[src/rtl/ph_cal_pkg.sv]
package ph_cal_pkg;

    // fixed result format: unsigned Q4.12 pH
    localparam int PH_W   = 16;
    localparam int Q_FRAC = 12;

    // quotient width of the shared divider (covers both divisions)
    localparam int QUO_W = 16;

    // calibration points and segments
    localparam int NUM_CAL   = 5;
    localparam int NUM_SEG   = 4;
    localparam int SEG_W     = 2;
    localparam int CFG_IDX_W = 3;

    localparam int DEFAULT_WINDOW_LEN = 10;
    localparam int DEFAULT_ADC_BITS   = 12;

    // configuration register indexes
    localparam logic [CFG_IDX_W-1:0] REG_CAL_PH14 = 3'd0;
    localparam logic [CFG_IDX_W-1:0] REG_CAL_PH10 = 3'd1;
    localparam logic [CFG_IDX_W-1:0] REG_CAL_PH7  = 3'd2;
    localparam logic [CFG_IDX_W-1:0] REG_CAL_PH4  = 3'd3;
    localparam logic [CFG_IDX_W-1:0] REG_CAL_PH0  = 3'd4;

    // reset values of the calibration codes
    localparam int unsigned CAL_RESET [NUM_CAL] = '{500, 1300, 2048, 2700, 3500};

    // segment codes
    localparam logic [SEG_W-1:0] SEG_PH14_10 = 2'd0;
    localparam logic [SEG_W-1:0] SEG_PH10_7  = 2'd1;
    localparam logic [SEG_W-1:0] SEG_PH7_4   = 2'd2;
    localparam logic [SEG_W-1:0] SEG_PH4_0   = 2'd3;

    // pH at the start of a segment, Q4.12
    function automatic logic [PH_W-1:0] seg_ph_start(input logic [SEG_W-1:0] seg);
        logic [PH_W-1:0] ph;
        case (seg)
            SEG_PH14_10: ph = PH_W'(14 << Q_FRAC);
            SEG_PH10_7:  ph = PH_W'(10 << Q_FRAC);
            SEG_PH7_4:   ph = PH_W'(7 << Q_FRAC);
            SEG_PH4_0:   ph = PH_W'(4 << Q_FRAC);
            default:     ph = '0;
        endcase
        return ph;
    endfunction

    // pH drop across a segment, whole units
    function automatic logic [2:0] seg_ph_drop(input logic [SEG_W-1:0] seg);
        logic [2:0] drop;
        case (seg)
            SEG_PH14_10: drop = 3'd4;
            SEG_PH10_7:  drop = 3'd3;
            SEG_PH7_4:   drop = 3'd3;
            SEG_PH4_0:   drop = 3'd4;
            default:     drop = '0;
        endcase
        return drop;
    endfunction

endpackage

[src/rtl/ph_cal_regs.sv]
module ph_cal_regs #(
    parameter int ADC_BITS = ph_cal_pkg::DEFAULT_ADC_BITS
) (
    input  logic                                i_clk,
    input  logic                                i_rst_n,
    input  logic                                i_cfg_valid,
    output logic                                o_cfg_ready,
    input  logic [ph_cal_pkg::CFG_IDX_W-1:0]    i_cfg_index,
    input  logic [ADC_BITS-1:0]                 i_cfg_data,
    output logic [ADC_BITS-1:0]                 o_codes [ph_cal_pkg::NUM_CAL]
);
    import ph_cal_pkg::*;

    logic [ADC_BITS-1:0] r_codes [NUM_CAL];

    // calibration code registers, writes to unused indexes are dropped
    always_ff @(posedge i_clk) begin
        if (!i_rst_n) begin
            for (int i = 0; i < NUM_CAL; i++) begin
                r_codes[i] <= ADC_BITS'(CAL_RESET[i]);
            end
        end else if (i_cfg_valid) begin
            unique case (i_cfg_index)
                REG_CAL_PH14: r_codes[0] <= i_cfg_data;
                REG_CAL_PH10: r_codes[1] <= i_cfg_data;
                REG_CAL_PH7:  r_codes[2] <= i_cfg_data;
                REG_CAL_PH4:  r_codes[3] <= i_cfg_data;
                REG_CAL_PH0:  r_codes[4] <= i_cfg_data;
                default: ;
            endcase
        end
    end

    assign o_cfg_ready = 1'b1;
    assign o_codes     = r_codes;

endmodule

[src/rtl/ph_cal_div.sv]
module ph_cal_div #(
    parameter int DVD_W = ph_cal_pkg::DEFAULT_ADC_BITS + 3 + ph_cal_pkg::Q_FRAC,
    parameter int DVS_W = ph_cal_pkg::DEFAULT_ADC_BITS
) (
    input  logic                           i_clk,
    input  logic                           i_rst_n,
    input  logic                           i_start,
    input  logic [DVD_W-1:0]               i_dividend,
    input  logic [DVS_W-1:0]               i_divisor,
    output logic                           o_done,
    output logic [ph_cal_pkg::QUO_W-1:0]   o_quotient
);
    import ph_cal_pkg::*;

    localparam int CNT_W = $clog2(QUO_W);

    logic [DVS_W-1:0] r_rem;
    logic [QUO_W-1:0] r_lo;
    logic [DVS_W-1:0] r_dvs;
    logic [CNT_W-1:0] r_cnt;
    logic             r_busy;
    logic             r_done;

    logic [DVS_W:0]   trial;
    logic [DVS_W:0]   trial_sub;
    logic             fits;
    logic [DVS_W-1:0] n_rem;

    // one restoring step: shift in the next dividend bit, subtract if it fits
    always_comb begin
        trial     = {r_rem, r_lo[QUO_W-1]};
        trial_sub = trial - {1'b0, r_dvs};
        fits      = (trial >= {1'b0, r_dvs});
        n_rem     = fits ? trial_sub[DVS_W-1:0] : trial[DVS_W-1:0];
    end

    // step sequencer, the quotient bits replace the dividend bits in r_lo
    always_ff @(posedge i_clk) begin
        if (!i_rst_n) begin
            r_busy <= 1'b0;
            r_done <= 1'b0;
            r_cnt  <= '0;
        end else begin
            r_done <= 1'b0;
            if (i_start) begin
                r_rem  <= DVS_W'(i_dividend >> QUO_W);
                r_lo   <= i_dividend[QUO_W-1:0];
                r_dvs  <= i_divisor;
                r_cnt  <= '0;
                r_busy <= 1'b1;
            end else if (r_busy) begin
                r_rem <= n_rem;
                r_lo  <= {r_lo[QUO_W-2:0], fits};
                r_cnt <= r_cnt + 1'b1;
                if (r_cnt == CNT_W'(QUO_W - 1)) begin
                    r_busy <= 1'b0;
                    r_done <= 1'b1;
                end
            end
        end
    end

    assign o_done     = r_done;
    assign o_quotient = r_lo;

endmodule

[src/rtl/ph_calibrate_trimmed_mean_top.sv]
// pH calibration with trimmed mean. Each accepted ADC word is placed in one of four
// calibration segments (pH 14-10, 10-7, 7-4, 4-0, the later segment winning at a shared
// boundary) and interpolated to an unsigned Q4.12 pH; a sample outside every segment
// repeats the previous pH. Results go into a WINDOW_LEN-entry window; the word that
// fills it drops the first maximum and first minimum and averages the nonzero rest,
// rounded, flagging an empty window and keeping the old average in that case. One
// 16-step restoring divider does both divisions. An accepted word goes through segment
// select, the 16 divider steps when it needs interpolation, window write and output
// load; the word that closes the window also runs the max/min scan and the sum pass,
// one entry per cycle each, then the averaging division. The input stalls from
// acceptance until the result is loaded into the output register; a result waiting
// on a stalled output does not block the next acceptance.
module ph_calibrate_trimmed_mean_top #(
    parameter int WINDOW_LEN = ph_cal_pkg::DEFAULT_WINDOW_LEN,
    parameter int ADC_BITS   = ph_cal_pkg::DEFAULT_ADC_BITS
) (
    input  logic                                i_clk,
    input  logic                                i_rst_n,
    input  logic                                i_in_valid,
    output logic                                o_in_stall,
    input  logic [ADC_BITS-1:0]                 i_adc_sample,
    output logic                                o_out_valid,
    input  logic                                i_out_stall,
    output logic [ph_cal_pkg::PH_W-1:0]         o_ph_now,
    output logic [ph_cal_pkg::PH_W-1:0]         o_ph_average,
    output logic                                o_average_updated,
    output logic                                o_average_empty,
    input  logic                                i_cfg_valid,
    output logic                                o_cfg_ready,
    input  logic [ph_cal_pkg::CFG_IDX_W-1:0]    i_cfg_index,
    input  logic [ADC_BITS-1:0]                 i_cfg_data
);
    import ph_cal_pkg::*;

    localparam int IDX_W = (WINDOW_LEN > 1) ? $clog2(WINDOW_LEN) : 1;
    localparam int CNT_W = $clog2(WINDOW_LEN + 1);
    localparam int SUM_W = PH_W + $clog2(WINDOW_LEN);
    localparam int PRD_W = ADC_BITS + 3;
    localparam int NUM_W = PRD_W + Q_FRAC;
    localparam int DVD_W = (NUM_W > SUM_W) ? NUM_W : SUM_W;
    localparam int DVS_W = (ADC_BITS > CNT_W) ? ADC_BITS : CNT_W;

    typedef enum logic [3:0] {
        S_IDLE,
        S_SEG,
        S_INTERP_DIV,
        S_WRITE,
        S_SCAN,
        S_SUM,
        S_AVG_START,
        S_AVG_DIV,
        S_DONE
    } t_state;

    t_state r_state;

    logic [ADC_BITS-1:0] codes [NUM_CAL];

    logic [ADC_BITS-1:0] r_x;
    logic [SEG_W-1:0]    r_seg;
    logic [PH_W-1:0]     r_last_ph;
    logic [PH_W-1:0]     r_held_avg;
    logic [IDX_W-1:0]    r_fill;
    logic [IDX_W-1:0]    r_idx;
    logic [IDX_W-1:0]    r_imax;
    logic [IDX_W-1:0]    r_imin;
    logic [PH_W-1:0]     r_max;
    logic [PH_W-1:0]     r_min;
    logic [SUM_W-1:0]    r_sum;
    logic [CNT_W-1:0]    r_count;
    logic                r_upd;
    logic                r_empty;
    logic                r_out_valid;
    logic [PH_W-1:0]     r_out_ph_now;
    logic [PH_W-1:0]     r_out_avg;
    logic                r_out_upd;
    logic                r_out_empty;
    logic [PH_W-1:0]     r_window [WINDOW_LEN];

    logic                seg_hit;
    logic [SEG_W-1:0]    seg_sel;
    logic [ADC_BITS-1:0] seg_lo;
    logic [ADC_BITS-1:0] seg_hi;
    logic [ADC_BITS-1:0] seg_span;
    logic [ADC_BITS-1:0] seg_off;
    logic [PRD_W-1:0]    seg_prod;
    logic [DVD_W-1:0]    interp_num;
    logic [PH_W-1:0]     win_rd;
    logic                win_keep;
    logic                idx_last;
    logic                div_start;
    logic [DVD_W-1:0]    div_dividend;
    logic [DVS_W-1:0]    div_divisor;
    logic                div_done;
    logic [QUO_W-1:0]    div_quotient;

    ph_cal_regs #(
        .ADC_BITS (ADC_BITS)
    ) u_regs (
        .i_clk       (i_clk),
        .i_rst_n     (i_rst_n),
        .i_cfg_valid (i_cfg_valid),
        .o_cfg_ready (o_cfg_ready),
        .i_cfg_index (i_cfg_index),
        .i_cfg_data  (i_cfg_data),
        .o_codes     (codes)
    );

    ph_cal_div #(
        .DVD_W (DVD_W),
        .DVS_W (DVS_W)
    ) u_div (
        .i_clk      (i_clk),
        .i_rst_n    (i_rst_n),
        .i_start    (div_start),
        .i_dividend (div_dividend),
        .i_divisor  (div_divisor),
        .o_done     (div_done),
        .o_quotient (div_quotient)
    );

    // segment select, the last matching segment wins
    always_comb begin
        seg_hit = 1'b0;
        seg_sel = '0;
        seg_lo  = '0;
        seg_hi  = '0;
        for (int s = 0; s < NUM_SEG; s++) begin
            if (r_x >= codes[s] && r_x <= codes[s+1]) begin
                seg_hit = 1'b1;
                seg_sel = SEG_W'(s);
                seg_lo  = codes[s];
                seg_hi  = codes[s+1];
            end
        end
        seg_span   = seg_hi - seg_lo;
        seg_off    = r_x - seg_lo;
        seg_prod   = PRD_W'(seg_off) * PRD_W'(seg_ph_drop(seg_sel));
        interp_num = DVD_W'({seg_prod, {Q_FRAC{1'b0}}}) + DVD_W'(seg_span >> 1);
    end

    // window read port and trim/sum qualifiers
    always_comb begin
        win_rd   = r_window[r_idx];
        idx_last = (r_idx == IDX_W'(WINDOW_LEN - 1));
        win_keep = (r_idx != r_imax) && (r_idx != r_imin) && (win_rd != '0);
    end

    // shared divider request: interpolation or average
    always_comb begin
        div_start = ((r_state == S_SEG) && seg_hit && (seg_span != '0)) ||
                    ((r_state == S_AVG_START) && (r_count != '0));
        if (r_state == S_SEG) begin
            div_dividend = interp_num;
            div_divisor  = DVS_W'(seg_span);
        end else begin
            div_dividend = DVD_W'(r_sum) + DVD_W'(r_count >> 1);
            div_divisor  = DVS_W'(r_count);
        end
    end

    // window storage
    always_ff @(posedge i_clk) begin
        if (r_state == S_WRITE) begin
            r_window[r_fill] <= r_last_ph;
        end
    end

    // sequencer and output register
    always_ff @(posedge i_clk) begin
        if (!i_rst_n) begin
            r_state     <= S_IDLE;
            r_last_ph   <= '0;
            r_held_avg  <= '0;
            r_fill      <= '0;
            r_idx       <= '0;
            r_upd       <= 1'b0;
            r_empty     <= 1'b0;
            r_out_valid <= 1'b0;
        end else begin
            // output word taken, unless the next one is loaded right away
            if (r_out_valid && !i_out_stall && r_state != S_DONE) begin
                r_out_valid <= 1'b0;
            end
            unique case (r_state)
                S_IDLE: begin
                    if (i_in_valid) begin
                        r_x     <= i_adc_sample;
                        r_upd   <= 1'b0;
                        r_empty <= 1'b0;
                        r_state <= S_SEG;
                    end
                end
                S_SEG: begin
                    if (!seg_hit) begin
                        r_state <= S_WRITE;
                    end else if (seg_span == '0) begin
                        r_last_ph <= seg_ph_start(seg_sel);
                        r_state   <= S_WRITE;
                    end else begin
                        r_seg   <= seg_sel;
                        r_state <= S_INTERP_DIV;
                    end
                end
                S_INTERP_DIV: begin
                    if (div_done) begin
                        r_last_ph <= seg_ph_start(r_seg) - PH_W'(div_quotient);
                        r_state   <= S_WRITE;
                    end
                end
                S_WRITE: begin
                    if (r_fill == IDX_W'(WINDOW_LEN - 1)) begin
                        r_fill  <= '0;
                        r_idx   <= '0;
                        r_state <= S_SCAN;
                    end else begin
                        r_fill  <= r_fill + 1'b1;
                        r_state <= S_DONE;
                    end
                end
                S_SCAN: begin
                    // first maximum and first minimum
                    if (r_idx == '0 || win_rd > r_max) begin
                        r_max  <= win_rd;
                        r_imax <= r_idx;
                    end
                    if (r_idx == '0 || win_rd < r_min) begin
                        r_min  <= win_rd;
                        r_imin <= r_idx;
                    end
                    if (idx_last) begin
                        r_idx   <= '0;
                        r_sum   <= '0;
                        r_count <= '0;
                        r_state <= S_SUM;
                    end else begin
                        r_idx <= r_idx + 1'b1;
                    end
                end
                S_SUM: begin
                    if (win_keep) begin
                        r_sum   <= r_sum + SUM_W'(win_rd);
                        r_count <= r_count + 1'b1;
                    end
                    if (idx_last) begin
                        r_state <= S_AVG_START;
                    end else begin
                        r_idx <= r_idx + 1'b1;
                    end
                end
                S_AVG_START: begin
                    r_upd <= 1'b1;
                    if (r_count == '0) begin
                        r_empty <= 1'b1;
                        r_state <= S_DONE;
                    end else begin
                        r_state <= S_AVG_DIV;
                    end
                end
                S_AVG_DIV: begin
                    if (div_done) begin
                        r_held_avg <= PH_W'(div_quotient);
                        r_state    <= S_DONE;
                    end
                end
                S_DONE: begin
                    if (!r_out_valid || !i_out_stall) begin
                        r_out_valid  <= 1'b1;
                        r_out_ph_now <= r_last_ph;
                        r_out_avg    <= r_held_avg;
                        r_out_upd    <= r_upd;
                        r_out_empty  <= r_empty;
                        r_state      <= S_IDLE;
                    end
                end
                default: r_state <= S_IDLE;
            endcase
        end
    end

    assign o_in_stall        = (r_state != S_IDLE);
    assign o_out_valid       = r_out_valid;
    assign o_ph_now          = r_out_ph_now;
    assign o_ph_average      = r_out_avg;
    assign o_average_updated = r_out_upd;
    assign o_average_empty   = r_out_empty;

    // an accepted word always starts with segment select
    a_accept_to_seg: assert property (@(posedge i_clk) disable iff (!i_rst_n)
        (i_in_valid && !o_in_stall) |=> (r_state == S_SEG))
        else $error("accepted word did not enter segment select");

    // divider only finishes while the sequencer waits for it
    a_div_done_owner: assert property (@(posedge i_clk) disable iff (!i_rst_n)
        div_done |-> (r_state == S_INTERP_DIV || r_state == S_AVG_DIV))
        else $error("divider finished with no waiting state");

    // empty flag only comes with a completed window
    a_empty_needs_update: assert property (@(posedge i_clk) disable iff (!i_rst_n)
        (o_out_valid && o_average_empty) |-> o_average_updated)
        else $error("empty flag without window completion");

    // window fill pointer stays inside the window
    a_fill_range: assert property (@(posedge i_clk) disable iff (!i_rst_n)
        r_fill <= IDX_W'(WINDOW_LEN - 1))
        else $error("window fill pointer out of range");

endmodule

[config.mk]
export PLATFORM = sky130hd
export DESIGN_NAME = ph_calibrate_trimmed_mean_top
export DESIGN_NICKNAME = d
export VERILOG_FILES = /design/src/rtl/ph_cal_pkg.sv /design/src/rtl/ph_cal_regs.sv /design/src/rtl/ph_cal_div.sv /design/src/rtl/ph_calibrate_trimmed_mean_top.sv
export SDC_FILE = /design/constraint.sdc
export NUM_CORES = 1
export LEC_CHECK = 0
export BUFFER_PORTS_ARGS = -buffer_cell sky130_fd_sc_hd__buf_2
export CAP_MARGIN = 25
export CORE_MARGIN = 2
export CORE_UTILIZATION = 50
export CTS_BUF_LIST = sky130_fd_sc_hd__clkbuf_2 sky130_fd_sc_hd__clkbuf_4 sky130_fd_sc_hd__clkbuf_8
export CTS_CLUSTER_DIAMETER = 100
export DETAILED_ROUTE_END_ITERATION = 8
export GPL_TIMING_DRIVEN = 1
export MAX_ROUTING_LAYER = met4
export PLACE_DENSITY = 0.69
export SYNTH_ARGS = -nofsm -noshare
export SYNTH_HDL_FRONTEND = slang
export SYNTH_SLANG_ARGS = --single-unit
[constraint.sdc]
create_clock -name i_clk -period 6.28 [get_ports i_clk]
set_input_delay 1.256 -clock i_clk [delete_from_list [all_inputs] [get_ports i_clk]]
set_output_delay 1.256 -clock i_clk [all_outputs]
set_load 0.03 [all_outputs]
# == Word level (Yosys, flattened, before mapping) ==
# Memory sizes are Yosys's and may differ from the RTL's. A register that Yosys moved wholly into a read port is not among the register bits.
# Index checks and enable logic that the tools add are counted.
# totals
ram_bits,160
word_cells,221
n_memories,1
out_inout_bits,37
regBits,265
# op_classes
reduce_logical,56
multipliers,1
bitwise_logic,3
addsub,11
n_lt_le_gt_ge,11
n_eq_ne,36
mux,69
# memory_table
memory,words,word_bits,read_ports,rd_ports_with_merged_regs,write_ports,line_no,rtl
r_window,10,16,1,1,1,ph_calibrate_trimmed_mean_top.sv:78,logic [PH_W-1:0] r_window [WINDOW_LEN];
# op_table
operator,count
$mux W16,8
$pmux W16 S4,2
$mux W12,10
$mux W4,17
$ge A12 B12 Y1,4
$le A12 B12 Y1,4
$mux W20,2
$pmux W20 S2,1
$pmux W4 S9,1
$sub A12 B12 Y12,3
$pmux W16 S2,1
$add A27 B11 Y27,1
$mux W27,1
$add A20 B3 Y21,1
$add A20 B16 Y20,1
$mux W1,18
$reduce_and A2 Y1,9
$reduce_and A3 Y1,6
$add A4 B1 Y4 const B,4
$eq A4 B3 Y1 const B,4
$eq A4 B4 Y1 const B,4
$gt A16 B16 Y1,1
$lt A16 B16 Y1,1
$reduce_bool A16 Y1,1
other kinds (36),82

# == Depth between registers and ports, before layout ==
# depth
depth_word,12
mapped_depth,36
mapped_depth_nobuf,33

# == Hierarchy ==
# From an unflattened synthesis, not the netlist that was laid out.
# hier_totals
hier_cells,2163
area_unflattened_um2,23719.0
# modules_own_cells
mod,seq_area_each_um2,cells_per_inst,area_per_inst_um2,instances
ph_calibrate_trimmed_mean_top,9188.8,1726,18818.0,1
ph_cal_div,1321.3,211,2558.7,1
ph_cal_regs,1201.2,226,2342.2,1

# == Least setup slack after synthesis ==
# Ideal clock, no wire load.
# synth_timing
kind,register -> register
start,reg r_x[11]
end,reg u_div.r_rem[10] (data pin)
synth_period_minus_slack_ns,6.656
arrival_time_ns,6.508
n_path_buf,1
t_required_ns,6.132
path_stages_with_launch,33
path_slack_ns,-0.376
path_cell_list,edfxtp_1 > ha_1 > a21oi_2 > o21ai_1 > a2111o_1 > o21a_1 > nor2_1 > a21oi_1 > nor2_1 > clkbuf_1 > a221oi_1 > nor2_1 > ha_1 > inv_1 > fa_1 > xnor2_1 > nand2b_1 > fa_1 > inv_1 > ha_1 > inv_1 > fa_1 > nor2b_1 > o21ai_0 > a21boi_0 > o21ai_0 > a21boi_0 > o21ai_0 > a21oi_1 > o21a_1 > o21ai_0 > a2111o_1 > mux2i_1
# synth_via
elab_chain_len,12
# synth_lines
item,line_no,rtl
"start, declared",ph_calibrate_trimmed_mean_top.sv:59,logic [ADC_BITS-1:0] r_x;
"start signal, assigned",ph_calibrate_trimmed_mean_top.sv:188,r_x <= i_adc_sample;
"parallel branches: the longest is 11 deep, another holds $add A27 B11 Y27",--,
$mux W11 (*),ph_cal_div.sv:45,if (i_start) begin
"end signal, assigned",ph_cal_div.sv:46,r_rem <= DVS_W'(i_dividend >> QUO_W);
"end signal, assigned",ph_cal_div.sv:52,r_rem <= n_rem;
"end, declared",ph_cal_div.sv:17,logic [DVS_W-1:0] r_rem;
# Mark *: on every way between the ends.
# A chain may end at the register's enable or synchronous reset.

# == Worst setup path in the final report ==
# layout_timing
start,reg r_x[9]
end,reg u_div.r_rem[9] (data pin)
# The elaborated chain is that of the path after synthesis.

==> summary.md <==
| Metric | Value |
|---|---|
| Fin. Hold Viols | `0` |
| Post-Route WL | `between 60 and 70 mm` |
| Gr usage total | `0.269` |
| CTS root buf | `clkbuf_8` |
| Slowest cell delay on critical path | `between 0.4 and 0.5 ns` |
| Pwr/cell area | `416 nW/um^2` |
| Yosys warning count | `0` |
| Congestion Overflow GR | `0` |
| DR DRC count | `0` |
| Slew HR | `0.271` |
| Async SR Flop Fraction | `0` |
| Met2 global-route usage | `0.473` |
| Core Footprint | `about 46000 um^2` |
| Fmax | `158 MHz` |
| EDFF count, synth | `312` |
| CP Capture Type | `flop` |
| Syn Nets | `roughly 2400` |
| Critical path's most frequent cell | `a21oi_2` |
| Maximum clock insertion buffer count | `3` |
| GR Util met1 | `0.308` |
| Max Cap Viol | `0` |
| Gate power share | `0.468` |
| Layout fillers | `3647` |
| Final period util | `1.00` |
| Net Sw Frac | `0.354` |
| RSZ-0062 raised after global routing | `yes` |
| Critical-path cell with the highest stage delay | `or3_1` |
| First-pass GRT wire length | `95.8 mm` |
| Initial antenna violation count | `1` |
| Internal power | `7.53 mW` |
| Vias in the first global route | `17593` |
| Hold Crit Class | `reg -> reg` |
| CTS Hold Bufs | `0` |
| ANT nets after route | `0` |
| Num CTS Buffers | `73` |
| Detailed placer's ending HPWL | `roughly 46 mm` |
| FF+latch count, synth | `429` |
| Row count | `78` |
| Crit-path max FO | `6` |
| Hold slack | `roughly 0.43 ns` |
| H-Tree Depth | `3` |
| # port buffers | `67` |
| TritonCTS clock tree | `yes` |
| Pwr Total | `11.7 mW` |
| Clk slew on worst S/H paths | `approximately 0.060 ns` |
| Post-synthesis sequential area ratio | `0.504` |
| Clock period minus worst slack | `6.31 ns` |
| Worst-Skew Late Latency | `0.66 ns` |
| Routability cong. | `0.960` |
| Sw power | `4.13 mW` |
| Placed cell count | `2931` |
| Avg WL per Cell | `20.5 um` |
| Reg2Reg Setup Slack | `-0.03 ns` |
| Share of cells above drive strength 1 | `0.233` |
| Met3 GRT Util | `0.0425` |
| Most Used Layer, Global Route | `met2` |
| Clock sinks | `429` |
| Final Slew Violations | `0` |
| Unique masters post-synth | `74` |
| Violated checks | `negative setup slack` |
| Fin area | `28000 um^2` |
| Class of the most critical setup path | `reg -> reg` |
| Syn Inst Count | `2164` |
| Arrival time worst endpoint | `6.70 ns` |
| Syn Std Cell Area | `about 23000 um^2` |
| Clock skew | `roughly 0.039 ns` |
| IO Count | `69` |
| Die Wd | `220 um` |
| Worst EP required | `6.67 ns` |
| Die H | `220 um` |
| Iteration-0 DRC Markers | `1286` |
| Synth-to-Final Area Change | `20.6%` |
| Largest net degree at the start of global routing | `between 60 and 70` |
| Leakage power | `10.9 nW` |
| Routed via count | `17668` |
| Setup WS post-layout | `-0.0302 ns` |
| Vias per cell | `5.71` |
| Maximum vdd ir drop | `0.000253 V` |
| Sequential share of power | `0.295` |
| Die ar. | `48200 um^2` |
| Clock power frac | `0.237` |
| Ant diodes | `0` |
| Layout Nets | `2656` |
| Critical path launch point type | `flop` |
| Status | `finished, violations left` |
| Placed inst area | `25500 um^2` |
| 1st-pass router iterations | `5` |
| Endpoints failing setup | `1` |
| Commonest register cell after synthesis | `edfxtp_1` |
| Worst-Margin Slew | `around 1.1 ns` |
| Mean post-synth cell area | `10.7 um^2` |
| Final cell count without fillers | `3094` |
| Initial Utilization | `0.510` |
-- cell usage in the layout, fill, tap and decap left out, drive strengths merged, types with 5 or more instances in the layout --
cell / synthesis / routed
a211oi: 26 / 26
a21boi: 13 / 13
a21o: 30 / 30
a21oi: 159 / 159
a221o: 10 / 10
a221oi: 13 / 13
a31oi: 9 / 9
and2: 21 / 21
and3: 16 / 16
buf: 19 / 291
bufinv: 0 / 7
clkbuf: 76 / 108
clkinv: 0 / 15
dfxtp: 117 / 117
edfxtp: 312 / 312
fa: 7 / 7
ha: 178 / 178
inv: 159 / 161
mux2: 20 / 20
mux2i: 50 / 50
mux4: 32 / 32
nand2: 260 / 260
nand2b: 19 / 19
nand3: 39 / 39
nand3b: 6 / 6
nand4: 27 / 27
nor2: 124 / 124
nor2b: 40 / 40
nor3: 46 / 46
nor3b: 8 / 8
nor4: 14 / 14
o211ai: 33 / 33
o21a: 16 / 16
o21ai: 107 / 107
o21bai: 5 / 5
o31ai: 7 / 7
or2: 7 / 7
or3: 13 / 13
xnor2: 41 / 41
xor2: 38 / 38
-- worst max-delay path: cells and delay by family (launching register included) --
| family | cells | cell delay, ns |
|---|---|---|
| AOI/OAI and AO/OA | 11 | 1.96 |
| and+or+nand+nor | 12 | 1.90 |
| adders and majority gates | 4 | 1.05 |
| buffers and inverters | 5 | 0.64 |
| DFF | 1 | 0.42 |
| muxes | 1 | 0.08 |
-- power by group through the flow --
stage | clock network, mW | logic, mW | registers, mW
2_1_floorplan | 0 | 3.00 | 3.41
3_3_place_gp | 0 | 4.49 | 3.49
3_5_place_dp | 0 | 4.55 | 3.49
4_1_cts | 2.80 | 4.70 | 3.43
5_1_grt | 2.92 | 5.97 | 3.45
6_report | 2.76 | 5.46 | 3.44
-- metal layers --
layer,routed length [um],share of wire,vias up
met5,0,0,-
met2,32800,0.52,530
li1,-,-,8447
met1,24600,0.39,8533
met3,3330,0.052,158
met4,2670,0.042,0
-- cells in the mapped netlist, types with 39 or more instances --
cell      instances  area share
a21oi_1         157       0.034
clkbuf_1         76       0.012
dfxtp_1         117        0.10
edfxtp_1        312        0.40
ha_1            178       0.096
inv_1           159       0.026
mux2i_1          50       0.022
nand2_1         260       0.042
nand3_1          39      0.0084
nor2_1          123       0.020
nor2b_1          40       0.011
nor3_1           45      0.0097
o21ai_0         105       0.023
xnor2_1          41       0.015
-- kinds of logic after synthesis --
logic type,Yosys count,synth area share
other,1,0.000161
xor gates and xnor gates,79,0.0298
buffers and inverters,254,0.0424
muxes,102,0.0636
adders and majority gates,185,0.102
and+or+nand+nor,647,0.130
DFF,429,0.504
AOI/OAI and AO/OA,467,0.128
-- timing repair --
item / CTS / global route
gates resized for setup: 30 / 90
setup buffers: 12 / 15
pin swaps: 19 / 60
endpoints found under the hold margin: 0 / 0
setup endpoints to repair: 73 / 92
cloned: 0 / 4
-- state kept, by name, indices dropped and copies added, names as in the netlist, 16 cells and up, named ones only --
name              count
u_regs.o_codes       60
r_window            160
r_last_ph            16
o_ph_average         16
r_min                16
o_ph_now             16
r_held_avg           16
r_sum                20
r_max                16
u_div.o_quotient     16
-- final timing paths --
path,from,endpoint,cells after the start
worst min register to register,r_held_avg[12],o_ph_average[12],0
worst max-delay path,r_x[9],u_div.r_rem[9],33
worst min-delay path,r_held_avg[12],o_ph_average[12],0
worst max register to register,r_x[9],u_div.r_rem[9],33
-- layout make-up --
type | instances | area [um^2] | area share
Sequential cell | 429 | 11700 | 0.418
Timing Repair Buffer | 295 | 2220 | 0.0791
Clock inverter | 26 | 322 | 0.0115
Clock buffer | 104 | 1270 | 0.0455
Multi-Input combinational cell | 1481 | 11100 | 0.398
Tap cell | 600 | 751 | 0.0268
Inverter | 159 | 597 | 0.0213
-- through the flow --
step | setup WS, ns | utilization | TNS, ns
6_report | -0.0302 | 0.614 | -0.0302
5_1_grt | -0.348 | 0.614 | -1.33
4_1_cts | 0.000751 | 0.599 | 0
3_5_place_dp | -0.431 | 0.560 | -9.06
3_3_place_gp | -0.265 | 0.560 | -5.80
2_1_floorplan | 0.00893 | - | 0
Power figures use the tool's default switching activity.
